--- src/rtl/hteg_pkg.sv ---
// shared types, constants and sine rom for the harmonic tone envelope generator
package hteg_pkg;

    // sizes of the datapath
    localparam int SINE_TABLE_BITS = 10;
    localparam int INDEX_BITS      = 16;
    localparam int QUARTER_BITS    = SINE_TABLE_BITS - 2;
    localparam int QUARTER_SIZE    = 1 << QUARTER_BITS;
    localparam int LEN_W           = 16;
    localparam int CMP_W           = (INDEX_BITS > LEN_W) ? INDEX_BITS : LEN_W;
    localparam int PHASE_W         = 32;
    localparam int AMP_W           = 16;
    localparam int SAMPLE_W        = 16;
    localparam int ROM_W           = SAMPLE_W - 1;

    // envelope divider: 16 quotient bits, numerator up to (len << 18), denominator 5 * len
    localparam int QUOT_W     = 16;
    localparam int NUM_W      = LEN_W + 18;
    localparam int DEN_W      = LEN_W + 3;
    localparam int DIV_STEP   = 2;
    localparam int DIV_STAGES = QUOT_W / DIV_STEP;
    localparam int ENV_W      = QUOT_W + 1;
    localparam logic [ENV_W-1:0] ENV_ONE = ENV_W'(1) << QUOT_W;
    localparam int EA_W       = 32;
    localparam int MAG_W      = 30;
    localparam int PROD_W     = MAG_W + EA_W;
    localparam int ROUND_BIT  = 46;

    // pipeline stage numbering
    localparam int ST_FRONT   = 0;
    localparam int ST_ADDR    = 1;
    localparam int ST_SINE    = 2;
    localparam int ST_WEIGHT  = 3;
    localparam int ST_SUM     = 4;
    localparam int ST_MAG     = 5;
    localparam int ST_DIV0    = 1;
    localparam int ST_ENV     = ST_DIV0 + DIV_STAGES;
    localparam int ST_EA      = ST_ENV + 1;
    localparam int ST_PROD    = ST_EA + 1;
    localparam int ST_OUT     = ST_PROD + 1;
    localparam int NUM_STAGES = ST_OUT + 1;
    localparam int MAG_DELAY  = ST_EA - ST_MAG;

    // configuration register indexes
    localparam int CFG_IDX_W  = 2;
    localparam int CFG_DATA_W = 32;
    localparam logic [CFG_IDX_W-1:0] REG_PHASE_STEP = 2'd0;
    localparam logic [CFG_IDX_W-1:0] REG_TOTAL_LEN  = 2'd1;
    localparam logic [CFG_IDX_W-1:0] REG_ATTACK_LEN = 2'd2;
    localparam logic [CFG_IDX_W-1:0] REG_AMPLITUDE  = 2'd3;

    localparam logic [PHASE_W-1:0] PHASE_STEP_RST = 32'd0;
    localparam logic [LEN_W-1:0]   TOTAL_LEN_RST  = 16'd1;
    localparam logic [LEN_W-1:0]   ATTACK_LEN_RST = 16'd0;
    localparam logic [AMP_W-1:0]   AMPLITUDE_RST  = 16'd19661;

    // harmonic weights in q15: 0.6, 0.3, 0.1
    localparam logic signed [SAMPLE_W-1:0] W1 = 16'sd19661;
    localparam logic signed [SAMPLE_W-1:0] W2 = 16'sd9830;
    localparam logic signed [SAMPLE_W-1:0] W3 = 16'sd3277;

    localparam logic [SAMPLE_W-1:0] SAT_POS = 16'h7FFF;
    localparam logic [SAMPLE_W-1:0] SAT_NEG = 16'h8000;

    typedef logic [NUM_STAGES-1:0] stage_vec_t;

    typedef struct packed {
        logic in_range;
        logic is_last;
    } flags_t;

    typedef logic [QUARTER_SIZE-1:0][ROM_W-1:0] quarter_rom_t;

    // taylor series of sin(pi/2 * u) in q30, truncating horner steps
    function automatic logic [63:0] sin_q30(input logic [63:0] u);
        logic [63:0] u2;
        logic [63:0] t;
        u2 = (u * u) >> 30;
        t  = 64'd3864;
        t  = 64'd172273 - ((u2 * t) >> 30);
        t  = 64'd5026995 - ((u2 * t) >> 30);
        t  = 64'd85569306 - ((u2 * t) >> 30);
        t  = 64'd693598668 - ((u2 * t) >> 30);
        t  = 64'd1686629713 - ((u2 * t) >> 30);
        return (u * t) >> 30;
    endfunction

    function automatic logic [ROM_W-1:0] quarter_value(input logic [31:0] r);
        logic [63:0] u;
        logic [63:0] v;
        u = 64'(r) << (30 - QUARTER_BITS);
        v = (sin_q30(u) * 64'd32767 + (64'd1 << 29)) >> 30;
        if (v > 64'd32767)
        begin
            v = 64'd32767;
        end
        return v[ROM_W-1:0];
    endfunction

    function automatic quarter_rom_t build_quarter_rom();
        quarter_rom_t rom;
        for (int r = 0; r < QUARTER_SIZE; r++)
        begin
            rom[r] = quarter_value(32'(r));
        end
        return rom;
    endfunction

    localparam quarter_rom_t     QUARTER_ROM  = build_quarter_rom();
    localparam logic [ROM_W-1:0] QUARTER_PEAK = quarter_value(32'(QUARTER_SIZE));

    // full-wave read from the quarter rom: quadrants 1 and 3 mirror, 2 and 3 negate
    function automatic logic signed [SAMPLE_W-1:0] sine_lookup(
        input logic [SINE_TABLE_BITS-1:0] addr
    );
        logic [1:0]              quad;
        logic [QUARTER_BITS-1:0] r;
        logic [ROM_W-1:0]        mag;
        logic [SAMPLE_W-1:0]     val;
        quad = addr[SINE_TABLE_BITS-1 -: 2];
        r    = addr[QUARTER_BITS-1:0];
        if (quad[0] && (r == '0))
        begin
            mag = QUARTER_PEAK;
        end
        else if (quad[0])
        begin
            mag = QUARTER_ROM[QUARTER_BITS'(~r + 1'b1)];
        end
        else
        begin
            mag = QUARTER_ROM[r];
        end
        val = {1'b0, mag};
        if (quad[1])
        begin
            val = -val;
        end
        return signed'(val);
    endfunction

endpackage

--- src/rtl/hteg_scale.sv ---
// final scaling: magnitude times envelope gain, rounding, sign and saturation
module hteg_scale import hteg_pkg::*; (
    input  logic                       clk,
    input  stage_vec_t                 stage_en,
    input  logic [MAG_W-1:0]           mag,
    input  logic                       neg,
    input  logic [EA_W-1:0]            env_amp,
    input  flags_t                     flags,
    output logic signed [SAMPLE_W-1:0] sample_value,
    output logic                       is_last,
    output logic                       in_range
);

    logic [PROD_W-1:0]   prod_reg;
    logic                neg_reg;
    flags_t              flags_reg;
    logic [SAMPLE_W-1:0] rounded;
    logic [SAMPLE_W-1:0] value_next;
    logic [SAMPLE_W-1:0] value_reg;
    logic                is_last_reg;
    logic                in_range_reg;

    always_comb
    begin
        // round half away from zero on the magnitude
        rounded = SAMPLE_W'(prod_reg[PROD_W-1:ROUND_BIT+1]) + SAMPLE_W'(prod_reg[ROUND_BIT]);
        if (!flags_reg.in_range)
        begin
            value_next = '0;
        end
        else if (neg_reg)
        begin
            value_next = (rounded > SAT_NEG) ? SAT_NEG : -rounded;
        end
        else
        begin
            value_next = (rounded > SAT_POS) ? SAT_POS : rounded;
        end
    end

    always_ff @(posedge clk)
    begin
        if (stage_en[ST_PROD])
        begin
            prod_reg  <= mag * env_amp;
            neg_reg   <= neg;
            flags_reg <= flags;
        end
        if (stage_en[ST_OUT])
        begin
            value_reg    <= value_next;
            is_last_reg  <= flags_reg.in_range & flags_reg.is_last;
            in_range_reg <= flags_reg.in_range;
        end
    end

    assign sample_value = signed'(value_reg);
    assign is_last      = is_last_reg;
    assign in_range     = in_range_reg;

endmodule
--- config.mk ---
export PLATFORM = sky130hd
export DESIGN_NAME = hteg_scale
export DESIGN_NICKNAME = d
export VERILOG_FILES = /design/src/rtl/hteg_pkg.sv /design/src/rtl/hteg_scale.sv
export SDC_FILE = /design/constraint.sdc
export NUM_CORES = 2
export LEC_CHECK = 0
export BUFFER_PORTS_ARGS = -buffer_cell sky130_fd_sc_hd__buf_4
export CAP_MARGIN = 5
export CORE_MARGIN = 3
export CORE_UTILIZATION = 55
export DETAILED_ROUTE_END_ITERATION = 12
export GPL_TIMING_DRIVEN = 0
export PLACE_DENSITY = 0.72
export SLEW_MARGIN = 0
export SYNTH_ARGS = -nofsm -noshare
export SYNTH_HDL_FRONTEND = slang
export SYNTH_SLANG_ARGS = --single-unit
export TNS_END_PERCENT = 5
--- constraint.sdc ---
create_clock -name clk -period 15.4 [get_ports clk]
set_clock_uncertainty 0.2 [all_clocks]
set_input_delay 0.77 -clock clk [delete_from_list [all_inputs] [get_ports clk]]
set_output_delay 0.77 -clock clk [all_outputs]
set_load 0.01 [all_outputs]
# Word-level counts from Yosys, hierarchy flattened
# Index checks and enable logic that the tools add are counted.
[word_totals] regBits=83 inputBits=79 output_inout_bits=18 word_cells=16
[classes] addsub=2 n_mul=1 n_lt_le_gt_ge=2 n_mux=3 bitwise_logic=1
[op_table] op="$mul 30x32->62" n=1
[op_table] op="$mux 16" n=3
[op_table] op="$add 15x1->16" n=1
[op_table] op="$gt 16x15->1 const B" n=1
[op_table] op="$gt 16x16->1 const B" n=1
[op_table] op="$neg 16->16" n=1
[op_table] op="$and 1x1->1" n=1

# Depth between registers and ports, before layout
[logic_depth] depth_word=4 depth_mapped=27 ltp_nobuf=26

# Worst setup path before layout
# OpenSTA, ideal clock, no wires.
[synth_path] kind="input to register" from="input port mag[3]" to="register prod_reg[61] (data pin)" setup_time_ns=0.260 arrival_time_ns=7.253 required_ns=14.940 slack_ns=7.688 stages=25 n_path_buf=1 path_cell_list="clkbuf_1 and2_1 fa_1 fa_1 fa_1 inv_1 fa_1 inv_1 fa_1 inv_1 fa_1 inv_1 fa_1 inv_1 fa_1 inv_1 ha_1 a21o_1 a311o_1 a311oi_1 o211a_1 o211ai_1 o31ai_1 o21ai_1 xnor2_1"
[synth_between] elab_chain_cells=1
[synth_rtl] item="start: declaration" line="hteg_scale.sv:5" source="input logic [MAG_W-1:0] mag,"
[synth_rtl] item="$mul 30x32->62" line="hteg_scale.sv:45" source="prod_reg <= mag * env_amp;"
[synth_rtl] item="end signal: assignment" line="hteg_scale.sv:45"
[synth_rtl] item="end: declaration" line="hteg_scale.sv:14" source="logic [PROD_W-1:0] prod_reg;"
# Every way passes these cells.
# A chain may end at the register's enable or synchronous reset.

# Final worst setup path
[layout_path] from="input port env_amp[1]" to="register prod_reg[51] (data pin)"
[layout_between] elab_chain_cells=1
[layout_rtl] item="start: declaration" line="hteg_scale.sv:7" source="input logic [EA_W-1:0] env_amp,"
[layout_rtl] item="$mul 30x32->62" line="hteg_scale.sv:45"
# Every way passes these cells.

==> results.tsv <==
stage	metric	value	unit
worst_setup_path	cp_common_cell	fa_1	
floorplanning	die_y	251	µm
timing	tns	0	ps
timing	slew_headroom	0.115	
grt	grt_pass1_vias	27200	
logic_synthesis	syn_nets	4806	
grt	top_usage_layer	met2	
timing	fin_hold_ws	336	ps
worst_setup_path	worstPathCellList	buf_4 > clkbuf_1 > clkbuf_1 > nand2_1 > fa_1 > inv_1 > fa_1 > fa_1 > fa_1 > fa_1 > fa_1 > fa_1 > inv_1 > fa_1 > inv_1 > ha_1 > nand3_1 > nor3_1 > nand4_1 > nor4b_1 > a211oi_1 > o21ai_0 > xor2_1	
finish	final_common_cell	inv_1	
worst_setup_path	reg2regPathDepth	11	
grt	globalRouteMet3Util	0.101	
worst_setup_path	worstSetupPathType	in2reg	
logic_synthesis	netlist_area	33100	µm²
floorplanning	rows	89	
timing	period_minus_slack	9240	ps
logic_synthesis	synth_area_per_cell	9.09	µm²
worst_hold_path	hold_path_depth	1	
clock_network	clk_latency	280	ps
detailed_routing	first_iter_violations	2359	
finish	nets	4868	
logic_synthesis	synth_edf_count	37	
worst_setup_path	worst_path_max_delay_cell	clkbuf_1	
detailed_routing	wire_per_inst	25.3	µm
clock_network	cts_inserted_buffers	5	
timing	max_freq	108	MHz
finish	final_util	0.585	
clock_network	cts_root_buf	clkbuf_16	
grt	grt_max_degree	20	
logic_synthesis	ys_seq_area_frac	0.0336	
grt	met1_usage	0.465	
placed_design	gp_routability_congestion	1.02	
logic_synthesis	ys_types	74	
worst_setup_path	worstPathArrival	9060	ps
clock_network	cts_hold_buf	0	
timing	slew_viol_final	0	
placed_design	detailed_place_hpwl	95.1	mm
logic_synthesis	ys.flop_type	edfxtp_1	
worst_hold_path	worstHoldStart	flags_reg[0]	
finish	fillers	5334	
finish	final_layout_size_suffix_gt1_frac	0.0235	
logic_synthesis	synthArstFlopShare	0	
detailed_routing	drc	0	
status	outcome	finished clean	
clock_network	cts.sink_count	37	
worst_setup_path	cp-end-kind	flip-flop	
timing	finalHoldViolations	0	
grt	grt_pass1_wl	169	mm
worst_setup_path	path_max_fanout	10	
worst_setup_path	cp-start-kind	primary input	
flow_run	cap_viol_max_count	0	
grt	grtUsageMet2	0.574	
floorplanning	dieWidth	251	µm
detailed_routing	drt_first_pass_iters	6	
clock_network	post-cts-setup-buffers	0	
logic_synthesis	synth-seq-cells	37	
floorplanning	io-pin-count	97	
worst_setup_path	cp.required	15220	ps
logic_synthesis	yosysWarnings	0	
worst_setup_path	critPathMaxStageDelay	690	ps
worst_hold_path	holdPathEnd	is_last	
timing	tightest_slew	1330	ps
detailed_routing	ant_nets	0	
placed_design	port_buffers	55	
grt	antenna_found_initial	14	
clock_network	clk_path_buf_depth	2	
floorplanning	start_util	0.559	
floorplanning	dieArea	63200	µm²
logic_synthesis	syn_inst	3641	
detailed_routing	vias_per_cell	5.77	
timing	setup_viol	0	
grt	grt_usage	0.369	
clock_network	path_clk_slew	50	ps
clock_network	h-tree-depth	2	
clock_network	cts_tree	built	
detailed_routing	dr_total_vias	25900	
finish	synthToLayoutAreaGrowth	4.67	%
clock_network	cts_resized	0	
worst_setup_path	r2r_end	sample_value[13]	
grt	grt_overflow	0	
floorplanning	core_area	59200	µm²
timing	grt_setup_unrepaired	false	
finish	final_cell_mix	874 x inv_1, 835 x fa_1, 574 x and2_1	
worst_hold_path	hp-class	reg2reg	
timing	fin_crit_sh	0.600	
worst_setup_path	r2r-start	prod_reg[46]	
detailed_routing	wirelength	114	mm
worst_setup_path	rrSetupSlack	11850	ps
-- routing by layer --
metal	up-vias	wire, µm
li1	10800	-
met1	13200	40800
met2	1546	50700
met4	8	8600
met5	-	52
met3	401	13500
-- how the worst max path moves through the flow --
stage                     cells past startpoint  slack (ps)       start      endpoint
final                                        23        6160  env_amp[1]  prod_reg[51]
after global routing                         23        5900  env_amp[1]  prod_reg[51]
after CTS                                    23        6310  env_amp[1]  prod_reg[51]
after detailed placement                     23        6020  env_amp[1]  prod_reg[51]
after global placement                       23        6060  env_amp[1]  prod_reg[51]
after floorplan                              25        7690      mag[3]  prod_reg[61]
-- critical path, delay by kind of cell --
kind	cells	cell delay (ps)
AOI/OAI and AO/OA	2	550
xor gates and xnor gates	1	100
adders and majority gates	9	4210
buffers and inverters	6	1620
and+or+nand+nor	5	1780
-- cells in the mapped netlist (all sizes together) (12+ instances only) --
| library cell | number | area, µm² |
|---|---|---|
| nor2 | 42 | 165 |
| clkbuf | 199 | 747 |
| and2 | 576 | 3610 |
| nand2 | 437 | 1640 |
| a21o | 40 | 300 |
| ha | 251 | 3140 |
| xnor2 | 19 | 166 |
| o211ai | 12 | 90.1 |
| a21oi | 75 | 375 |
| and3 | 15 | 93.8 |
| o21ai | 36 | 180 |
| edfxtp | 37 | 1110 |
| nand4 | 17 | 106 |
| inv | 874 | 3280 |
| xor2 | 12 | 105 |
| nor3 | 16 | 80.1 |
| fa | 835 | 16700 |
| nand3 | 28 | 150 |
-- area by class of cell --
type	count	area, µm²	share of cell area
antenna	11	27.5	0.000794
buffer	206	798	0.0230
clock buffer	7	133	0.00383
clock inverter	1	7.51	0.000217
inverter	874	3280	0.0947
multi-input combinational	2524	27900	0.806
sequential	37	1110	0.0321
tap	773	967	0.0279
timing repair buffer	55	413	0.0119
-- per-stage QoR --
stage | setup slack, ps | cell area (µm²) | std cells
4_1_cts | 6310 | 34600 | 4477
5_1_grt | 5900 | 34600 | 4479
3_5_place_dp | 6020 | 34500 | 4469
6_report | 6160 | 34700 | 4488
2_1_floorplan | 7690 | 33100 | 3641
3_3_place_gp | 6060 | 34500 | 4469
-- kinds of logic (layout without fill, tap and decap cells) --
| kind of cell | Yosys count | count (layout) | synth area share |
|---|---|---|---|
| AND/OR/NAND/NOR | 1173 | 1173 | 0.186 |
| adder cells (fa/ha/maj) | 1086 | 1086 | 0.600 |
| buffers and inverters | 1080 | 1143 | 0.123 |
| AO/OA/AOI/OAI | 228 | 228 | 0.0471 |
| flip-flops | 37 | 37 | 0.0336 |
| XOR/XNOR | 31 | 31 | 0.00820 |
| multiplexers | 6 | 6 | 0.00197 |
| other | 0 | 11 | 0 |
Power is left out: the tool's default activity adds up to more than one toggle a clock period on the data nets, which glitch-free logic cannot reach.
