--- src/rtl/hteg_pkg.sv ---
// shared types, constants and sine rom for the harmonic tone envelope generator
package hteg_pkg;

    // sizes of the datapath
    localparam int SINE_TABLE_BITS = 10;
    localparam int INDEX_BITS      = 16;
    localparam int QUARTER_BITS    = SINE_TABLE_BITS - 2;
    localparam int QUARTER_SIZE    = 1 << QUARTER_BITS;
    localparam int LEN_W           = 16;
    localparam int CMP_W           = (INDEX_BITS > LEN_W) ? INDEX_BITS : LEN_W;
    localparam int PHASE_W         = 32;
    localparam int AMP_W           = 16;
    localparam int SAMPLE_W        = 16;
    localparam int ROM_W           = SAMPLE_W - 1;

    // envelope divider: 16 quotient bits, numerator up to (len << 18), denominator 5 * len
    localparam int QUOT_W     = 16;
    localparam int NUM_W      = LEN_W + 18;
    localparam int DEN_W      = LEN_W + 3;
    localparam int DIV_STEP   = 2;
    localparam int DIV_STAGES = QUOT_W / DIV_STEP;
    localparam int ENV_W      = QUOT_W + 1;
    localparam logic [ENV_W-1:0] ENV_ONE = ENV_W'(1) << QUOT_W;
    localparam int EA_W       = 32;
    localparam int MAG_W      = 30;
    localparam int PROD_W     = MAG_W + EA_W;
    localparam int ROUND_BIT  = 46;

    // pipeline stage numbering
    localparam int ST_FRONT   = 0;
    localparam int ST_ADDR    = 1;
    localparam int ST_SINE    = 2;
    localparam int ST_WEIGHT  = 3;
    localparam int ST_SUM     = 4;
    localparam int ST_MAG     = 5;
    localparam int ST_DIV0    = 1;
    localparam int ST_ENV     = ST_DIV0 + DIV_STAGES;
    localparam int ST_EA      = ST_ENV + 1;
    localparam int ST_PROD    = ST_EA + 1;
    localparam int ST_OUT     = ST_PROD + 1;
    localparam int NUM_STAGES = ST_OUT + 1;
    localparam int MAG_DELAY  = ST_EA - ST_MAG;

    // configuration register indexes
    localparam int CFG_IDX_W  = 2;
    localparam int CFG_DATA_W = 32;
    localparam logic [CFG_IDX_W-1:0] REG_PHASE_STEP = 2'd0;
    localparam logic [CFG_IDX_W-1:0] REG_TOTAL_LEN  = 2'd1;
    localparam logic [CFG_IDX_W-1:0] REG_ATTACK_LEN = 2'd2;
    localparam logic [CFG_IDX_W-1:0] REG_AMPLITUDE  = 2'd3;

    localparam logic [PHASE_W-1:0] PHASE_STEP_RST = 32'd0;
    localparam logic [LEN_W-1:0]   TOTAL_LEN_RST  = 16'd1;
    localparam logic [LEN_W-1:0]   ATTACK_LEN_RST = 16'd0;
    localparam logic [AMP_W-1:0]   AMPLITUDE_RST  = 16'd19661;

    // harmonic weights in q15: 0.6, 0.3, 0.1
    localparam logic signed [SAMPLE_W-1:0] W1 = 16'sd19661;
    localparam logic signed [SAMPLE_W-1:0] W2 = 16'sd9830;
    localparam logic signed [SAMPLE_W-1:0] W3 = 16'sd3277;

    localparam logic [SAMPLE_W-1:0] SAT_POS = 16'h7FFF;
    localparam logic [SAMPLE_W-1:0] SAT_NEG = 16'h8000;

    typedef logic [NUM_STAGES-1:0] stage_vec_t;

    typedef struct packed {
        logic in_range;
        logic is_last;
    } flags_t;

    typedef logic [QUARTER_SIZE-1:0][ROM_W-1:0] quarter_rom_t;

    // taylor series of sin(pi/2 * u) in q30, truncating horner steps
    function automatic logic [63:0] sin_q30(input logic [63:0] u);
        logic [63:0] u2;
        logic [63:0] t;
        u2 = (u * u) >> 30;
        t  = 64'd3864;
        t  = 64'd172273 - ((u2 * t) >> 30);
        t  = 64'd5026995 - ((u2 * t) >> 30);
        t  = 64'd85569306 - ((u2 * t) >> 30);
        t  = 64'd693598668 - ((u2 * t) >> 30);
        t  = 64'd1686629713 - ((u2 * t) >> 30);
        return (u * t) >> 30;
    endfunction

    function automatic logic [ROM_W-1:0] quarter_value(input logic [31:0] r);
        logic [63:0] u;
        logic [63:0] v;
        u = 64'(r) << (30 - QUARTER_BITS);
        v = (sin_q30(u) * 64'd32767 + (64'd1 << 29)) >> 30;
        if (v > 64'd32767)
        begin
            v = 64'd32767;
        end
        return v[ROM_W-1:0];
    endfunction

    function automatic quarter_rom_t build_quarter_rom();
        quarter_rom_t rom;
        for (int r = 0; r < QUARTER_SIZE; r++)
        begin
            rom[r] = quarter_value(32'(r));
        end
        return rom;
    endfunction

    localparam quarter_rom_t     QUARTER_ROM  = build_quarter_rom();
    localparam logic [ROM_W-1:0] QUARTER_PEAK = quarter_value(32'(QUARTER_SIZE));

    // full-wave read from the quarter rom: quadrants 1 and 3 mirror, 2 and 3 negate
    function automatic logic signed [SAMPLE_W-1:0] sine_lookup(
        input logic [SINE_TABLE_BITS-1:0] addr
    );
        logic [1:0]              quad;
        logic [QUARTER_BITS-1:0] r;
        logic [ROM_W-1:0]        mag;
        logic [SAMPLE_W-1:0]     val;
        quad = addr[SINE_TABLE_BITS-1 -: 2];
        r    = addr[QUARTER_BITS-1:0];
        if (quad[0] && (r == '0))
        begin
            mag = QUARTER_PEAK;
        end
        else if (quad[0])
        begin
            mag = QUARTER_ROM[QUARTER_BITS'(~r + 1'b1)];
        end
        else
        begin
            mag = QUARTER_ROM[r];
        end
        val = {1'b0, mag};
        if (quad[1])
        begin
            val = -val;
        end
        return signed'(val);
    endfunction

endpackage

--- src/rtl/hteg_div.sv ---
// envelope: pipelined restoring divider, envelope shaping and amplitude product
module hteg_div import hteg_pkg::*; (
    input  logic             clk,
    input  stage_vec_t       stage_en,
    input  logic [NUM_W-1:0] num,
    input  logic [DEN_W-1:0] den,
    input  logic             attack,
    input  logic             flat,
    input  logic [AMP_W-1:0] amplitude,
    output logic [EA_W-1:0]  env_amp
);

    logic [DEN_W-1:0]  rem_src  [DIV_STAGES];
    logic [QUOT_W-1:0] nq_src   [DIV_STAGES];
    logic [DEN_W-1:0]  den_src  [DIV_STAGES];
    logic [DEN_W-1:0]  rem_next [DIV_STAGES];
    logic [QUOT_W-1:0] nq_next  [DIV_STAGES];
    logic [DEN_W-1:0]  rem_reg  [DIV_STAGES];
    logic [QUOT_W-1:0] nq_reg   [DIV_STAGES];
    logic [DEN_W-1:0]  den_reg  [DIV_STAGES];
    logic [DIV_STAGES-1:0] attack_reg;
    logic [DIV_STAGES-1:0] flat_reg;

    logic [ENV_W-1:0]  quot;
    logic [ENV_W-1:0]  env_reg, env_next;
    logic [ENV_W+AMP_W-1:0] ea_full;
    logic [EA_W-1:0]   ea_reg;

    // nq holds the numerator bits still to come, quotient bits shift in below
    always_comb
    begin
        logic [DEN_W:0]    trial;
        logic [DEN_W-1:0]  rem;
        logic [QUOT_W-1:0] nq;
        for (int s = 0; s < DIV_STAGES; s++)
        begin
            if (s == 0)
            begin
                rem_src[s] = DEN_W'(num[NUM_W-1:QUOT_W]);
                nq_src[s]  = num[QUOT_W-1:0];
                den_src[s] = den;
            end
            else
            begin
                rem_src[s] = rem_reg[s - 1];
                nq_src[s]  = nq_reg[s - 1];
                den_src[s] = den_reg[s - 1];
            end
            rem = rem_src[s];
            nq  = nq_src[s];
            for (int k = 0; k < DIV_STEP; k++)
            begin
                trial = {rem, nq[QUOT_W-1]};
                nq    = {nq[QUOT_W-2:0], 1'b0};
                if (trial >= {1'b0, den_src[s]})
                begin
                    rem   = DEN_W'(trial - {1'b0, den_src[s]});
                    nq[0] = 1'b1;
                end
                else
                begin
                    rem = trial[DEN_W-1:0];
                end
            end
            rem_next[s] = rem;
            nq_next[s]  = nq;
        end

        quot = {1'b0, nq_reg[DIV_STAGES-1]};
        if (attack_reg[DIV_STAGES-1])
        begin
            env_next = quot;
        end
        else if (flat_reg[DIV_STAGES-1])
        begin
            env_next = ENV_ONE;
        end
        else
        begin
            env_next = ENV_ONE - quot;
        end

        // envelope is at most one, so the product fits 32 bits
        ea_full = env_reg * amplitude;
    end

    always_ff @(posedge clk)
    begin
        for (int s = 0; s < DIV_STAGES; s++)
        begin
            if (stage_en[ST_DIV0 + s])
            begin
                rem_reg[s] <= rem_next[s];
                nq_reg[s]  <= nq_next[s];
                den_reg[s] <= den_src[s];
                if (s == 0)
                begin
                    attack_reg[s] <= attack;
                    flat_reg[s]   <= flat;
                end
                else
                begin
                    attack_reg[s] <= attack_reg[s - 1];
                    flat_reg[s]   <= flat_reg[s - 1];
                end
            end
        end
        if (stage_en[ST_ENV])
        begin
            env_reg <= env_next;
        end
        if (stage_en[ST_EA])
        begin
            ea_reg <= ea_full[EA_W-1:0];
        end
    end

    assign env_amp = ea_reg;

endmodule

--- config.mk ---
export PLATFORM = sky130hd
export DESIGN_NAME = hteg_div
export DESIGN_NICKNAME = d
export VERILOG_FILES = /design/src/rtl/hteg_pkg.sv /design/src/rtl/hteg_div.sv
export SDC_FILE = /design/constraint.sdc
export NUM_CORES = 2
export LEC_CHECK = 0
export CAP_MARGIN = 5
export CORE_MARGIN = 2
export CORE_UTILIZATION = 60
export DETAILED_ROUTE_END_ITERATION = 7
export DONT_BUFFER_PORTS = 1
export PLACE_DENSITY = 0.79
export REMOVE_ABC_BUFFERS = 1
export SLEW_MARGIN = 10
export SYNTH_ARGS = -nofsm -noshare
export SYNTH_HDL_FRONTEND = slang
export SYNTH_SLANG_ARGS = --single-unit
export TNS_END_PERCENT = 30
--- constraint.sdc ---
create_clock -name clk -period 6.5 [get_ports clk]
set_input_delay 0.65 -clock clk [delete_from_list [all_inputs] [get_ports clk]]
set_output_delay 0.65 -clock clk [all_outputs]
set_load 0.05 [all_outputs]
# Word-level counts from Yosys, hierarchy flattened
# Memory sizes are Yosys's and may differ from the RTL's.
# Index checks and enable logic that the tools add are counted.
[word_totals]
regBits = 65
ram_bits = 432
output_inout_bits = 32
memories = 3
[mem_list]
columns = ["name", "words", "width", "rd", "rd_clocked_by_memory_dff", "wr", "line_no", "text"]
rows = [
  ["den_reg", 8, 19, 7, 0, 8, "hteg_div.sv:20", "logic [DEN_W-1:0] den_reg [DIV_STAGES];"],
  ["rem_reg", 8, 19, 7, 0, 8, "hteg_div.sv:18", "logic [DEN_W-1:0] rem_reg [DIV_STAGES];"],
  ["nq_reg", 8, 16, 8, 0, 8, "hteg_div.sv:19", "logic [QUOT_W-1:0] nq_reg [DIV_STAGES];"],
]
[op_classes]
add_sub_neg = 17
n_mul = 1
magnitude_cmp = 16
mux = 50
[ops]
columns = ["operator", "n"]
rows = [
  ["19-bit 2-to-1 mux", 16],
  ["19-bit subtractor", 16],
  ["20-bit by 19-bit greater-or-equal comparator with 1-bit output", 15],
  ["17-bit by 16-bit multiplier with 32-bit output", 1],
  ["1-bit 2-to-1 mux", 32],
  ["19-bit greater-or-equal comparator", 1],
  ["17-bit 2-to-1 mux", 1],
  ["17-bit by 16-bit subtractor with 17-bit output (first input constant)", 1],
  ["16-bit 2-to-1 mux", 1],
]

# Depth between registers and ports, before layout
# An unclocked memory read counts as a cell.
[depth]
word_depth = 5
mapped_depth = 26
mapped_depth_nobuf = 23

# Least setup slack after synthesis
# OpenSTA, ideal clock, no wires.
[synth_path]
kind = "input-to-reg"
from = "input port amplitude[9]"
to = "register ea_reg[31] (netlist: env_amp[31]), data pin"
setup_ns = 0.260
arrival_ns = 6.432
required_ns = 6.240
path_slack_ns = -0.191
cell_stages = 22
path_buffers = 2
cell_sequence = "clkbuf_1 clkbuf_1 nand2_1 fa_1 inv_1 fa_1 fa_1 fa_1 fa_1 inv_1 fa_1 inv_1 ha_1 a21o_1 a21o_1 a21o_1 a211oi_1 o21ai_0 o41ai_1 o2111ai_1 a21oi_1 xnor2_1"
[synth_between]
elab_chain_cells = 1
[synth_rtl]
columns = ["element", "line_no", "text"]
rows = [
  ["start: declaration", "hteg_div.sv:9", "input logic [AMP_W-1:0] amplitude,"],
  ["17-bit by 16-bit multiplier with 32-bit output", "hteg_div.sv:84", "ea_full = env_reg * amplitude;"],
  ["named net ea_full[31]", "hteg_div.sv:26", "logic [ENV_W+AMP_W-1:0] ea_full;"],
  ["end signal: assignment", "hteg_div.sv:114", "ea_reg <= ea_full[EA_W-1:0];"],
  ["end: declaration", "hteg_div.sv:27", "logic [EA_W-1:0] ea_reg;"],
]
# The timed path passes the listed nets, and every way through them passes these cells.
# A chain may end at the register's enable or synchronous reset.

# Worst setup path in the final report
[layout_path]
from = "register env_reg[3]"
to = "register ea_reg[31] (netlist: env_amp[31]), data pin"
[layout_between]
elab_chain_cells = 1
[layout_rtl]
columns = ["element", "line_no", "text"]
rows = [
  ["start: declaration", "hteg_div.sv:25", "logic [ENV_W-1:0] env_reg, env_next;"],
  ["start signal: assignment", "hteg_div.sv:110", "env_reg <= env_next;"],
  ["17-bit by 16-bit multiplier with 32-bit output", "hteg_div.sv:84", ""],
  ["named net ea_full[31]", "hteg_div.sv:26", ""],
]
# The timed path passes the listed nets, and every way through them passes these cells.

==> run_results.csv <==
group,metric,value,unit
status,status,"finished clean",
sta,fmax,156,MHz
detailed_routing,ant_nets,0,
placed_design,io_buffers,0,
worst_setup_path,cp-end-kind,"flip-flop",
logic_synthesis,synth_common_cells,"inv_1 (510), edfxtp_1 (459), ha_1 (406)",
clock_tree,cts_tree,"done",
worst_setup_path,max_stage_delay,0.55,ns
sta,fin_crit_sh,98.5,%
logic_synthesis,ys_seq_elements,459,
grt,grt_usage,25.5,%
grt,grt_pass1_vias,29300,
detailed_routing,avgViaCountPerCell,5.88,
sta,finalCriticalPeriod,6.40,ns
logic_synthesis,ys_seq_area_share,34.4,%
floorplanning,die-area,68800,µm²
detailed_routing,route.detailed.drc,0,
floorplanning,die_height,262,µm
logic_synthesis,synth.top_cell.area_share,34.4,%
worst_setup_path,worstPathMaxFanout,6,
worst_setup_path,cpMostUsedCell,"fa_1",
worst_setup_path,crit_required,6.86,ns
placed_design,gp_congestion,0.934,
worst_setup_path,worstSetupPathType,"flip-flop to flip-flop",
layout,layout-drive-gt1-share,8.92,%
logic_synthesis,yosys_warnings,0,
sta,finalSetupViolCount,0,
worst_setup_path,start_kind,"flip-flop",
clock_tree,h-tree-depth,2,
sta,worst_pin_slew,0.970,ns
grt,grt_max_degree,57,
logic_synthesis,syn_inst,3938,
sta,max_slew_margin,35.3,%
detailed_routing,routed_wl,87.8,mm
logic_synthesis,syn_area_per_cell,10.2,µm²
floorplanning,num_rows,94,
clock_tree,hold_buffers,0,
logic_synthesis,synthFlopType,"edfxtp_1",
logic_synthesis,synth_area_leaders,"edfxtp_1 (34%), ha_1 (13%), fa_1 (11%)",
floorplanning,io_pins,117,
clock_tree,clk_pin_slew,0.07,ns
clock_tree,clk_latency,0.61,ns
grt,overflow,0,
detailed_routing,drtPass1Iterations,5,
placed_design,dp_hpwl,69.4,mm
logic_synthesis,synth_cell_types,82,
layout,n_antenna_cell,0,
logic_synthesis,synth.largest_area_cell,"edfxtp_1",
logic_synthesis,synthArstFlopShare,0,%
sta,skew,0.0116,ns
sta,final-max-slew-violation-count,0,
logic_synthesis,synth_edf_count,459,
placed_design,dp_cells,4804,
worst_setup_path,crit_arrival,6.77,ns
layout,area_growth,8.00,%
sta,hold_viol,0,
grt,grt_pass1_wl,144,mm
job,maxCapViolCount,0,
logic_synthesis,synth.most_common_cell,"inv_1",
clock_tree,cts_buffers,50,
layout,instances_no_fill,4902,
min_path,hold_class,"input port to flip-flop",
grt,antenna_found_initial,0,
detailed_routing,route.vias.total,28800,
clock_tree,clock_sinks,459,
sta,rsz0062_at_grt,"yes",
detailed_routing,post_drt_wl_per_cell,17.9,µm
worst_setup_path,cpMaxStageDelayCell,"edfxtp_1",
detailed_routing,first_iter_violations,1800,
floorplanning,start_util,60.7,%
logic_synthesis,syn-cell-area,40100,µm²
worst_setup_path,crit_chain,"and2_4 -> fa_1 -> inv_1 -> fa_1 -> inv_1 -> fa_1 -> fa_1 -> fa_1 -> inv_1 -> fa_1 -> inv_1 -> ha_1 -> a21o_1 -> a21o_1 -> a21o_1 -> a211oi_1 -> o21ai_1 -> o41ai_2 -> buf_4 -> o2111ai_1 -> a21oi_2 -> xnor2_1",
clock_tree,clk_path_buf_depth,3,
floorplanning,core,66000,µm²
clock_tree,cts_root_buf,"clkbuf_16",
layout,layout.nets,4714,
floorplanning,die_x,262,µm
[metrics by stage]
step	utilization, %	TNS [ns]	hold WS (ns)	area (µm²)	setup WS (ns)
after global placement	62.8	-0.180	0.400	41500	-0.105
after floorplan	-	0	0.400	39700	0.0125
after global routing	65.6	-0.431	0.111	43300	-0.0976
after CTS	65.4	0	0.107	43100	0.0515
final	65.6	0	0.137	43300	0.0972
after detailed placement	62.8	-0.805	0.405	41500	-0.210
[layer usage]
layer | track usage (%) | vias to the layer above | part of all wire, %
met2 | 46.5 | 677 | 51
met4 | 10.0 | 0 | 4.1
met1 | 30.6 | 13900 | 41
met5 | 0 | - | 0
li1 | - | 14000 | -
met3 | 3.09 | 189 | 4.3
[critical path, delay by kind of cell, from the launching register on]
kind	cells	cell delay [ns]
buffers and inverters	5	0.38
adders and majority gates	7	3.31
xor gates and xnor gates	1	0.08
DFF	1	0.55
and+or+nand+nor	1	0.24
AOI/OAI and AO/OA	8	1.58
[path summary, 6_finish.rpt]
path / startpoint / cells after the start / endpoint / slack (ns)
max reg2reg: env_reg[3] / 22 / env_amp[31] / 0.1
min reg2reg: nq_reg[1][22] / 0 / nq_reg[1][40] / 0.41
max: env_reg[3] / 22 / env_amp[31] / 0.1
min: den[13] / 0 / den_reg[0][13] / 0.14
[cells by family (layout without fill, tap and decap cells)]
group	after synthesis	in the layout	synth area share [%]
simple gates	993	993	11.9
compound gates	842	842	13.8
fa+ha+maj	628	628	23.8
buf+inv	589	689	5.67
flops	459	459	34.4
xor+xnor	247	247	5.40
mux	180	180	5.08
[cell usage in the layout (no fill, tap or decap), types with 10 or more instances in the layout]
cell and n:
and4_1 10, and2_1 129, nand4_1 37, nor3_1 86, a21oi_1 229, mux2_1 24
nand2b_1 21, o31ai_1 23, ha_1 406, o211ai_1 21, nand3_1 39, buf_4 82
a31o_2 12, o21a_1 56, xor2_1 80, nand2_1 343, and3_1 18, mux2_2 121
inv_1 509, a21o_1 106, o21ai_0 167, o2111ai_1 13, or3_1 22, fa_1 220
a31oi_1 30, o21bai_1 24, a2111oi_0 10, nor2_1 200, clkbuf_16 50, mux2_4 10
xnor2_1 167, nor2b_1 42, nor4_1 11, a211oi_1 22, edfxtp_1 459, o211a_1 12
mux2i_1 25, a21oi_2 12
[final cells by class]
class / instances / area, µm²
multi-input combinational: 2890 / 24100
fill: 5066 / 22700
sequential: 459 / 13800
inverter: 511 / 1920
clock buffer: 59 / 1280
tap: 864 / 1080
timing repair buffer: 89 / 747
clock inverter: 30 / 370
[what timing repair did]
item | in CTS | in global routing
setup buffers | 2 | 7
pin swaps | 0 | 16
setup endpoints to repair | 1 | 45
gates resized for setup | 1 | 20
gates cloned | 0 | 0
Power is left out: the tool's default activity adds up to more than one toggle a clock period on the data nets, which glitch-free logic cannot reach.
