==> config.mk <==
export PLATFORM = sky130hd
export DESIGN_NAME = hteg_mix
export DESIGN_NICKNAME = d
export VERILOG_FILES = /design/src/rtl/hteg_pkg.sv /design/src/rtl/hteg_mix.sv
export SDC_FILE = /design/constraint.sdc
export NUM_CORES = 2
export LEC_CHECK = 0
export BUFFER_PORTS_ARGS = -buffer_cell sky130_fd_sc_hd__buf_2
export CAP_MARGIN = 20
export CORE_ASPECT_RATIO = 0.9
export CORE_UTILIZATION = 40
export DETAILED_ROUTE_END_ITERATION = 12
export MAX_ROUTING_LAYER = met4
export PLACE_DENSITY = 0.62
export SYNTH_ARGS = -nofsm -noshare
export SYNTH_HDL_FRONTEND = slang
export SYNTH_SLANG_ARGS = --single-unit
export TNS_END_PERCENT = 30
==> constraint.sdc <==
create_clock -name clk -period 6.7 [get_ports clk]
set_input_delay 0.335 -clock clk [delete_from_list [all_inputs] [get_ports clk]]
set_output_delay 0.335 -clock clk [all_outputs]
set_load 0.02 [all_outputs]
==> src/rtl/hteg_pkg.sv <==
// shared types, constants and sine rom for the harmonic tone envelope generator
package hteg_pkg;

    // sizes of the datapath
    localparam int SINE_TABLE_BITS = 10;
    localparam int INDEX_BITS      = 16;
    localparam int QUARTER_BITS    = SINE_TABLE_BITS - 2;
    localparam int QUARTER_SIZE    = 1 << QUARTER_BITS;
    localparam int LEN_W           = 16;
    localparam int CMP_W           = (INDEX_BITS > LEN_W) ? INDEX_BITS : LEN_W;
    localparam int PHASE_W         = 32;
    localparam int AMP_W           = 16;
    localparam int SAMPLE_W        = 16;
    localparam int ROM_W           = SAMPLE_W - 1;

    // envelope divider: 16 quotient bits, numerator up to (len << 18), denominator 5 * len
    localparam int QUOT_W     = 16;
    localparam int NUM_W      = LEN_W + 18;
    localparam int DEN_W      = LEN_W + 3;
    localparam int DIV_STEP   = 2;
    localparam int DIV_STAGES = QUOT_W / DIV_STEP;
    localparam int ENV_W      = QUOT_W + 1;
    localparam logic [ENV_W-1:0] ENV_ONE = ENV_W'(1) << QUOT_W;
    localparam int EA_W       = 32;
    localparam int MAG_W      = 30;
    localparam int PROD_W     = MAG_W + EA_W;
    localparam int ROUND_BIT  = 46;

    // pipeline stage numbering
    localparam int ST_FRONT   = 0;
    localparam int ST_ADDR    = 1;
    localparam int ST_SINE    = 2;
    localparam int ST_WEIGHT  = 3;
    localparam int ST_SUM     = 4;
    localparam int ST_MAG     = 5;
    localparam int ST_DIV0    = 1;
    localparam int ST_ENV     = ST_DIV0 + DIV_STAGES;
    localparam int ST_EA      = ST_ENV + 1;
    localparam int ST_PROD    = ST_EA + 1;
    localparam int ST_OUT     = ST_PROD + 1;
    localparam int NUM_STAGES = ST_OUT + 1;
    localparam int MAG_DELAY  = ST_EA - ST_MAG;

    // configuration register indexes
    localparam int CFG_IDX_W  = 2;
    localparam int CFG_DATA_W = 32;
    localparam logic [CFG_IDX_W-1:0] REG_PHASE_STEP = 2'd0;
    localparam logic [CFG_IDX_W-1:0] REG_TOTAL_LEN  = 2'd1;
    localparam logic [CFG_IDX_W-1:0] REG_ATTACK_LEN = 2'd2;
    localparam logic [CFG_IDX_W-1:0] REG_AMPLITUDE  = 2'd3;

    localparam logic [PHASE_W-1:0] PHASE_STEP_RST = 32'd0;
    localparam logic [LEN_W-1:0]   TOTAL_LEN_RST  = 16'd1;
    localparam logic [LEN_W-1:0]   ATTACK_LEN_RST = 16'd0;
    localparam logic [AMP_W-1:0]   AMPLITUDE_RST  = 16'd19661;

    // harmonic weights in q15: 0.6, 0.3, 0.1
    localparam logic signed [SAMPLE_W-1:0] W1 = 16'sd19661;
    localparam logic signed [SAMPLE_W-1:0] W2 = 16'sd9830;
    localparam logic signed [SAMPLE_W-1:0] W3 = 16'sd3277;

    localparam logic [SAMPLE_W-1:0] SAT_POS = 16'h7FFF;
    localparam logic [SAMPLE_W-1:0] SAT_NEG = 16'h8000;

    typedef logic [NUM_STAGES-1:0] stage_vec_t;

    typedef struct packed {
        logic in_range;
        logic is_last;
    } flags_t;

    typedef logic [QUARTER_SIZE-1:0][ROM_W-1:0] quarter_rom_t;

    // taylor series of sin(pi/2 * u) in q30, truncating horner steps
    function automatic logic [63:0] sin_q30(input logic [63:0] u);
        logic [63:0] u2;
        logic [63:0] t;
        u2 = (u * u) >> 30;
        t  = 64'd3864;
        t  = 64'd172273 - ((u2 * t) >> 30);
        t  = 64'd5026995 - ((u2 * t) >> 30);
        t  = 64'd85569306 - ((u2 * t) >> 30);
        t  = 64'd693598668 - ((u2 * t) >> 30);
        t  = 64'd1686629713 - ((u2 * t) >> 30);
        return (u * t) >> 30;
    endfunction

    function automatic logic [ROM_W-1:0] quarter_value(input logic [31:0] r);
        logic [63:0] u;
        logic [63:0] v;
        u = 64'(r) << (30 - QUARTER_BITS);
        v = (sin_q30(u) * 64'd32767 + (64'd1 << 29)) >> 30;
        if (v > 64'd32767)
        begin
            v = 64'd32767;
        end
        return v[ROM_W-1:0];
    endfunction

    function automatic quarter_rom_t build_quarter_rom();
        quarter_rom_t rom;
        for (int r = 0; r < QUARTER_SIZE; r++)
        begin
            rom[r] = quarter_value(32'(r));
        end
        return rom;
    endfunction

    localparam quarter_rom_t     QUARTER_ROM  = build_quarter_rom();
    localparam logic [ROM_W-1:0] QUARTER_PEAK = quarter_value(32'(QUARTER_SIZE));

    // full-wave read from the quarter rom: quadrants 1 and 3 mirror, 2 and 3 negate
    function automatic logic signed [SAMPLE_W-1:0] sine_lookup(
        input logic [SINE_TABLE_BITS-1:0] addr
    );
        logic [1:0]              quad;
        logic [QUARTER_BITS-1:0] r;
        logic [ROM_W-1:0]        mag;
        logic [SAMPLE_W-1:0]     val;
        quad = addr[SINE_TABLE_BITS-1 -: 2];
        r    = addr[QUARTER_BITS-1:0];
        if (quad[0] && (r == '0))
        begin
            mag = QUARTER_PEAK;
        end
        else if (quad[0])
        begin
            mag = QUARTER_ROM[QUARTER_BITS'(~r + 1'b1)];
        end
        else
        begin
            mag = QUARTER_ROM[r];
        end
        val = {1'b0, mag};
        if (quad[1])
        begin
            val = -val;
        end
        return signed'(val);
    endfunction

endpackage

==> src/rtl/hteg_mix.sv <==
// harmonic mix: three sine reads, weighting, sum and magnitude, delayed to the scaler
module hteg_mix import hteg_pkg::*; (
    input  logic               clk,
    input  stage_vec_t         stage_en,
    input  logic [PHASE_W-1:0] phase,
    output logic [MAG_W-1:0]   mag,
    output logic               neg
);

    logic [PHASE_W-1:0] phase3;

    logic [SINE_TABLE_BITS-1:0] addr1_reg, addr2_reg, addr3_reg;
    logic signed [SAMPLE_W-1:0] s1_reg, s2_reg, s3_reg;
    logic signed [31:0]         p1_reg, p2_reg, p3_reg;
    logic signed [31:0]         mix_reg, mix_next;
    logic [31:0]                abs_val;
    logic [MAG_W-1:0]           mag_reg;
    logic                       neg_reg;
    logic [MAG_W-1:0]           mag_dly_reg [MAG_DELAY];
    logic [MAG_DELAY-1:0]       neg_dly_reg;

    always_comb
    begin
        // three times the phase, modulo one turn
        phase3   = phase + {phase[PHASE_W-2:0], 1'b0};
        mix_next = p1_reg + p2_reg + p3_reg;
        abs_val  = mix_reg[31] ? 32'(-mix_reg) : 32'(mix_reg);
    end

    always_ff @(posedge clk)
    begin
        if (stage_en[ST_ADDR])
        begin
            addr1_reg <= phase[PHASE_W-1 -: SINE_TABLE_BITS];
            addr2_reg <= phase[PHASE_W-2 -: SINE_TABLE_BITS];
            addr3_reg <= phase3[PHASE_W-1 -: SINE_TABLE_BITS];
        end
        if (stage_en[ST_SINE])
        begin
            s1_reg <= sine_lookup(addr1_reg);
            s2_reg <= sine_lookup(addr2_reg);
            s3_reg <= sine_lookup(addr3_reg);
        end
        if (stage_en[ST_WEIGHT])
        begin
            p1_reg <= W1 * s1_reg;
            p2_reg <= W2 * s2_reg;
            p3_reg <= W3 * s3_reg;
        end
        if (stage_en[ST_SUM])
        begin
            mix_reg <= mix_next;
        end
        if (stage_en[ST_MAG])
        begin
            mag_reg <= abs_val[MAG_W-1:0];
            neg_reg <= mix_reg[31];
        end
        // hold the magnitude while the envelope divider finishes
        for (int j = 0; j < MAG_DELAY; j++)
        begin
            if (stage_en[ST_MAG + 1 + j])
            begin
                if (j == 0)
                begin
                    mag_dly_reg[j] <= mag_reg;
                    neg_dly_reg[j] <= neg_reg;
                end
                else
                begin
                    mag_dly_reg[j] <= mag_dly_reg[j - 1];
                    neg_dly_reg[j] <= neg_dly_reg[j - 1];
                end
            end
        end
    end

    assign mag = mag_dly_reg[MAG_DELAY-1];
    assign neg = neg_dly_reg[MAG_DELAY-1];

endmodule

Yosys cells after proc, flatten, opt, wreduce, memory -nomap -nowiden
Memories as Yosys holds them, arrays and structs flattened. A register that Yosys moved wholly into a read port is not among the register bits.
Index checks and enable logic that the tools add are counted.
- bits in registers: 241
- RAM bits: 150
- memory bits (read-only): 23040
- input port bits: 46
- output and inout bits: 31
- word-level logic and storage cells: 87
- memories kept: 7
- add/subtract/negate cells: 10
- multipliers: 3
- magnitude comparators: 6
- multiplexer cells: 32
- bitwise logic cells: 3
- reductions and logical operators: 6
- memory list (name ; depth ; width ; read ports ; clocked after memory_dff ; write ports ; RTL line ; text):
    (no name shown) ; 256 ; 15 ; 1 ; 1 ; 0 ; hteg_pkg.sv:132 ; mag = QUARTER_ROM[r];
    (no name shown) ; 256 ; 15 ; 1 ; 0 ; 0 ; hteg_pkg.sv:128 ; mag = QUARTER_ROM[QUARTER_BITS'(~r + 1'b1)];
    (no name shown) ; 256 ; 15 ; 1 ; 1 ; 0 ; hteg_pkg.sv:132 ;
    (no name shown) ; 256 ; 15 ; 1 ; 0 ; 0 ; hteg_pkg.sv:128 ;
    (no name shown) ; 256 ; 15 ; 1 ; 1 ; 0 ; hteg_pkg.sv:132 ;
    (no name shown) ; 256 ; 15 ; 1 ; 0 ; 0 ; hteg_pkg.sv:128 ;
    +1 memories ; -- ; -- ; -- ; -- ; -- ; -- ;
- operators by type and width (cell ; number):
    $mux W15 ; 18
    $add A32 B32 Y32 ; 3
    $lt A8 B9 Y1 const B ; 6
    $neg A15 Y16 ; 3
    $mul A16 B16 Y32 const A ; 1
    $mul A14 B16 Y30 const A ; 1
    $mux W30 ; 1
    $neg A30 Y30 ; 1
    $mul A13 B16 Y29 const A ; 1
    $add A8 B1 Y8 const B ; 3
    $logic_not A8 Y1 ; 3
    $mux W8 ; 3
    $not A8 Y8 ; 3
    $mux W1 ; 10
    $logic_and A1 B1 Y1 ; 3

Longest topological paths before layout
- depth in word-level cells: 9
- mapped depth: 27
- depth with buffers taken out: 22

Worst setup path after synthesis
OpenSTA, ideal clock, no wires.
- path type: reg2reg
- start point: reg addr1_reg[0] (netlist name)
- end point: reg s2_reg[13] (data pin)
- library setup time: 0.260 ns
- arrival time: 6.823 ns
- required time: 6.440 ns
- slack: -0.383 ns
- stages on the path, launching flop included: 27
- path buffers: 10
- period minus slack after synthesis: 7.083 ns
- cells stage by stage: edfxtp_1 > buf_2 > clkbuf_1 > inv_1 > clkbuf_1 > clkbuf_1 > ha_1 > clkbuf_1 > clkbuf_1 > inv_1 > ha_1 > clkbuf_1 > inv_2 > clkbuf_1 > clkbuf_1 > ha_1 > clkbuf_1 > nor2_1 > a21oi_1 > a31oi_1 > o21ai_0 > o221ai_1 > a31oi_1 > or3b_1 > or4_1 > o41a_1 > xor2_1
- RTL lines (item ; RTL line ; text):
    end signal, assigned ; hteg_mix.sv:41 ; s2_reg <= sine_lookup(addr2_reg);
    end, declared ; hteg_mix.sv:13 ; logic signed [SAMPLE_W-1:0] s1_reg, s2_reg, s3_reg;

Final worst setup path
- start point: reg s1_reg[1]
- end point: reg p1_reg[30] (data pin)
- cells in the longest elaborated chain, start to end: 1
- RTL lines (item ; RTL line ; text):
    start, declared ; hteg_mix.sv:13 ;
    start signal, assigned ; hteg_mix.sv:40 ; s1_reg <= sine_lookup(addr1_reg);
    $mul A16 B16 Y32 ; hteg_mix.sv:46 ; p1_reg <= W1 * s1_reg;
    end signal, assigned ; hteg_mix.sv:46 ;
    end, declared ; hteg_mix.sv:14 ; logic signed [31:0] p1_reg, p2_reg, p3_reg;
Every way passes these cells.
A chain may end at the register's enable or synchronous reset.

==> results summary <==
The maximum clock path buffer count came out at 3. The number of setup violations in the final report came out at 0. The worst relative slew slack is 18.12%. The number of levels the H-tree was split into is 2. The overall track demand over capacity in global routing is 35.22%. The worst min-delay path class is in -> reg. The number of I/O port buffers is 73. The layout cell share with drive strength beyond 1 is 8.321%. The worst reg-to-reg setup slack came out at 0.38 ns.

The area of the multi-input gates came out at 38950 µm². The endpoint identified for the worst register-to-register timing path is p1_reg[30]$_DFFE_PP_. Counting the fill cells in the layout gives 13.77k. The final hold violation count is 0.

The reported max-cap violation count came out at 0. The overall die area is 139800 µm². The fraction of synthesized cell area in xor and xnor cells came out at 3.604%. Measured against the total synthesized area, the mux share comes to 1.556%.

Pin placement for this block handled 77 I/O pins. The worst hold path stage count is 1. The simple-gate portion of the synthesized area came out at 15.18%. The total vias in the final route is 57.72k.

The worst clock skew on the final layout came out at 0.02623 ns. The number of cell instances on the worst register-to-register path came out at 22. The detailed-routed wire length on met3 came out at 29.90 mm. The top cell type's share of synthesized area is 20.46%. The arithmetic-cell share of the synthesized area counting full adders, half adders and majority gates came out at 19.92%. The total number of placement rows is 129. By area, the combinational part of the netlist is dominated by compound AO/OA/AOI/OAI gates.

The number of CTS-inserted buffers is 46. The number of nets handed over by synthesis was 7649. Ranked by total cell area, the synthesized netlist is headed by sky130_fd_sc_hd__edfxtp_1 (20%), sky130_fd_sc_hd__ha_1 (11%), sky130_fd_sc_hd__fa_1 (8.5%), sky130_fd_sc_hd__a21oi_1 (5.2%), sky130_fd_sc_hd__o21ai_0 (4.9%). The floorplan die width is 394.1 µm. The first global-routing pass estimated 366.0 mm of wire.

The largest net degree at the start of global routing came out at 108. The die is 354.8 µm tall. Detailed placement finished with a half-perimeter wire length of 181.9 mm. The post-synthesis sequential area ratio is 22.09%. The final antenna-violating net count came out at 0. The area of the core came out at 137400 µm².

The sequential cells in the finished layout cover a total of 12220 µm². Setup repair after global routing left no endpoint under its margin. The number of DRC markers after the initial detailed-route iteration came out at 8843. The worst setup path is captured at a flip-flop. The biggest area contributor in the post-synthesis netlist is sky130_fd_sc_hd__edfxtp_1. Of all nets on the critical path, the largest fanout is 5.

The transition time at the pin with the least slew margin is 1.226 ns. The final setup TNS came out at 0 ns. In this run the critical register-to-register path is launched from s1_reg[1]$_DFFE_PP_. The worst-skew pair later-pin latency came out at 0.60 ns. The post-detailed-routing wire length came out at 248.8 mm. The data required time at the worst endpoint came out at 7.04 ns. In the synthesized netlist the dominant register cell turns out to be sky130_fd_sc_hd__edfxtp_1.

The count of unique library cells instantiated by Yosys came out at 94. The arrival time reported for the critical path endpoint came out at 6.66 ns. The final estimated routing congestion in global placement is 1.047.

The total of flip-flops plus latches after synthesis came out at 422. The detailed router put a total of 106.3 mm of wire on met1. The count of flip-flops with a built-in enable after synthesis came out at 377. The synthesis-to-layout area growth is 7.656%.

The most critical setup path has its endpoint at p1_reg[30]$_DFFE_PP_. The summed instance area of the synthesized netlist is 55330 µm². The share of the cycle needed by the critical path after routing is 94.36%. During synthesis, Yosys emitted a total of 0 warnings. The DRC violation count after routing came out at 0. After clock tree synthesis, the clock-pin slew on the worst setup and hold paths is 0.06 ns. The final routed wire length divided by cell count came out at 29.16 µm.

The initial antenna violation count is 4. In the routed layout, each cell is associated on average with a via count of 6.765. In this run the clock root is driven by a sky130_fd_sc_hd__clkbuf_16. The nature of the critical path startpoint is a flip-flop. After synthesis, the share of flip-flops with an asynchronous set or reset is 0%. In the detailed route, the total length drawn on met2 is 100.9 mm. The first detailed-routing pass ran for 9 iterations.

The total congestion overflow after global routing is 0. The post-synthesis compound-gate area fraction came out at 29.57%. In the final design database the tool counted 7443 nets. The highest layer touched by signal routing is met4. The via count of the first global-routing pass is 53.90k. The highest attainable clock frequency is 158.2 MHz. The flow ran to the end, and the final reports show no timing, DRC or antenna violations. The tree built by TritonCTS fans out to 422 sinks. The initial core utilization came out at 40.28%. The timing startpoint of the critical path is s1_reg[1]$_DFFE_PP_. TritonCTS built the clock tree. By startpoint and endpoint, the worst setup path is classified as reg -> reg.

The synthesized area per cell came out at 8.063 µm². The shortest period the worst path allows came out at 6.322 ns. The cell count after synthesis is 6863. The final max-slew violation count came out at 0.
worst min-delay path by stage:
stage / start / endpoint / slack [ns]
global route: phase[31] / addr1_reg[9]$_DFFE_PP_ / 0.03
finish: phase[31] / addr1_reg[9]$_DFFE_PP_ / 0.05
detailed placement: mag_dly_reg[0][78]$_DFFE_PP_ / mag_dly_reg[0][108]$_DFFE_PP_ / 0.40
floorplan: mag_reg[0]$_DFFE_PP_ / mag_dly_reg[0][0]$_DFFE_PP_ / 0.40
global placement: mag_dly_reg[0][50]$_DFFE_PP_ / mag_dly_reg[0][80]$_DFFE_PP_ / 0.40
CTS: phase[31] / addr1_reg[9]$_DFFE_PP_ / 0.03
what timing repair did:
| item | CTS | global route |
|---|---|---|
| endpoints found under the setup margin | 0 | 1 |
| hold buffers | 1 | 0 |
| endpoints found under the hold margin | 1 | 0 |
| resized for setup | 0 | 1 |
| setup buffers | 0 | 0 |
metal layers:
| layer | GRT usage (%) | vias up |
|---|---|---|
| met5 | - | - |
| met2 | 48.73 | 4013 |
| met3 | 8.723 | 761 |
| met4 | 13.91 | 0 |
| li1 | - | 25130 |
| met1 | 48.78 | 27820 |
cell families (layout without fill, tap and decap cells):
family,after synthesis,after routing
AO/OA/AOI/OAI,2453,2453
XOR/XNOR,223,223
adder cells (fa/ha/maj),740,740
buffers and inverters,1125,956
flip-flops,422,422
multiplexers,68,68
other,0,5
AND/OR/NAND/NOR,1832,1832
synthesized netlist by cell type (all sizes together), types with 59 or more instances:
cell    number
a21oi      570
edfxtp     377
o31ai       60
nand2      585
nor2       508
o21ai      548
xor2        59
a221oi      79
fa         235
a311oi      80
a31oi      123
buf        195
xnor2      164
ha         505
nor3       168
nand3      217
clkbuf     420
a211oi     150
o221ai      77
o311ai      62
o22ai       66
o211ai     149
inv        502
cell usage in the layout, fill, tap and decap left out, types with 30 or more instances in the layout:
cell type / synthesis / final
sky130_fd_sc_hd__o21a_1: 30 / 30
sky130_fd_sc_hd__a311oi_1: 80 / 80
sky130_fd_sc_hd__xor2_1: 59 / 57
sky130_fd_sc_hd__xnor2_1: 160 / 154
sky130_fd_sc_hd__nand3_1: 217 / 216
sky130_fd_sc_hd__dfxtp_1: 45 / 45
sky130_fd_sc_hd__nor2_1: 507 / 503
sky130_fd_sc_hd__ha_1: 505 / 502
sky130_fd_sc_hd__o2111ai_1: 44 / 44
sky130_fd_sc_hd__fa_1: 235 / 235
sky130_fd_sc_hd__a2111oi_0: 36 / 36
sky130_fd_sc_hd__buf_2: 72 / 72
sky130_fd_sc_hd__mux2i_1: 41 / 38
sky130_fd_sc_hd__nand4_1: 33 / 33
sky130_fd_sc_hd__inv_1: 499 / 495
sky130_fd_sc_hd__a21oi_1: 570 / 570
sky130_fd_sc_hd__o22ai_1: 66 / 66
sky130_fd_sc_hd__nand2_1: 585 / 582
sky130_fd_sc_hd__a221oi_1: 79 / 79
sky130_fd_sc_hd__buf_4: 37 / 273
sky130_fd_sc_hd__o221ai_1: 77 / 77
sky130_fd_sc_hd__o211ai_1: 149 / 149
sky130_fd_sc_hd__clkbuf_16: 0 / 46
sky130_fd_sc_hd__o21ai_0: 538 / 537
sky130_fd_sc_hd__o31ai_1: 60 / 59
sky130_fd_sc_hd__a211oi_1: 150 / 150
sky130_fd_sc_hd__nand2b_1: 57 / 57
sky130_fd_sc_hd__edfxtp_1: 377 / 377
sky130_fd_sc_hd__or3_1: 46 / 46
sky130_fd_sc_hd__nor2b_1: 41 / 41
sky130_fd_sc_hd__a21o_1: 50 / 50
sky130_fd_sc_hd__o311ai_0: 59 / 59
sky130_fd_sc_hd__nor3_1: 168 / 166
sky130_fd_sc_hd__a31oi_1: 123 / 122
per-stage QoR:
step	hold slack [ns]	cells	utilization (%)	cell area, µm²	worst slack, ns
2_1_floorplan	0.4003	6863	-	55340	0.004531
3_3_place_gp	0.4004	8440	42.26	58050	0.3249
3_5_place_dp	0.4045	8442	42.28	58070	0.3240
4_1_cts	0.02500	8528	43.36	59550	0.3116
5_1_grt	0.02669	8530	43.36	59560	0.05323
6_report	0.05348	8533	43.37	59570	0.3776
critical path, stage by stage (launching register included):
cell and delay (ns):
sky130_fd_sc_hd__edfxtp_1 0.47, sky130_fd_sc_hd__ha_1 0.34, sky130_fd_sc_hd__inv_1 0.06, sky130_fd_sc_hd__fa_1 0.53, sky130_fd_sc_hd__inv_1 0.07, sky130_fd_sc_hd__fa_1 0.51, sky130_fd_sc_hd__fa_1 0.54, sky130_fd_sc_hd__inv_1 0.05
sky130_fd_sc_hd__fa_1 0.48, sky130_fd_sc_hd__inv_1 0.05, sky130_fd_sc_hd__fa_1 0.43, sky130_fd_sc_hd__ha_1 0.34, sky130_fd_sc_hd__a21o_1 0.18, sky130_fd_sc_hd__a21o_1 0.17, sky130_fd_sc_hd__a21oi_1 0.26, sky130_fd_sc_hd__o21ai_0 0.15
sky130_fd_sc_hd__or4_1 0.51, sky130_fd_sc_hd__a31o_2 0.27, sky130_fd_sc_hd__nand3_1 0.10, sky130_fd_sc_hd__a31oi_1 0.13, sky130_fd_sc_hd__a21o_1 0.20, sky130_fd_sc_hd__a21oi_1 0.17, sky130_fd_sc_hd__xnor2_1 0.08
area by class of cell:
class,instances,area share (%)
Timing Repair Buffer,361,4.537
Inverter,510,3.220
Sequential cell,422,20.52
Antenna cell,5,0.02100
Clock buffer,54,1.983
Clock inverter,31,0.4873
Multi-Input combinational cell,5316,65.38
Tap cell,1834,3.852
Power is left out: the tool's default activity adds up to more than one toggle a clock period on the data nets, which glitch-free logic cannot reach.
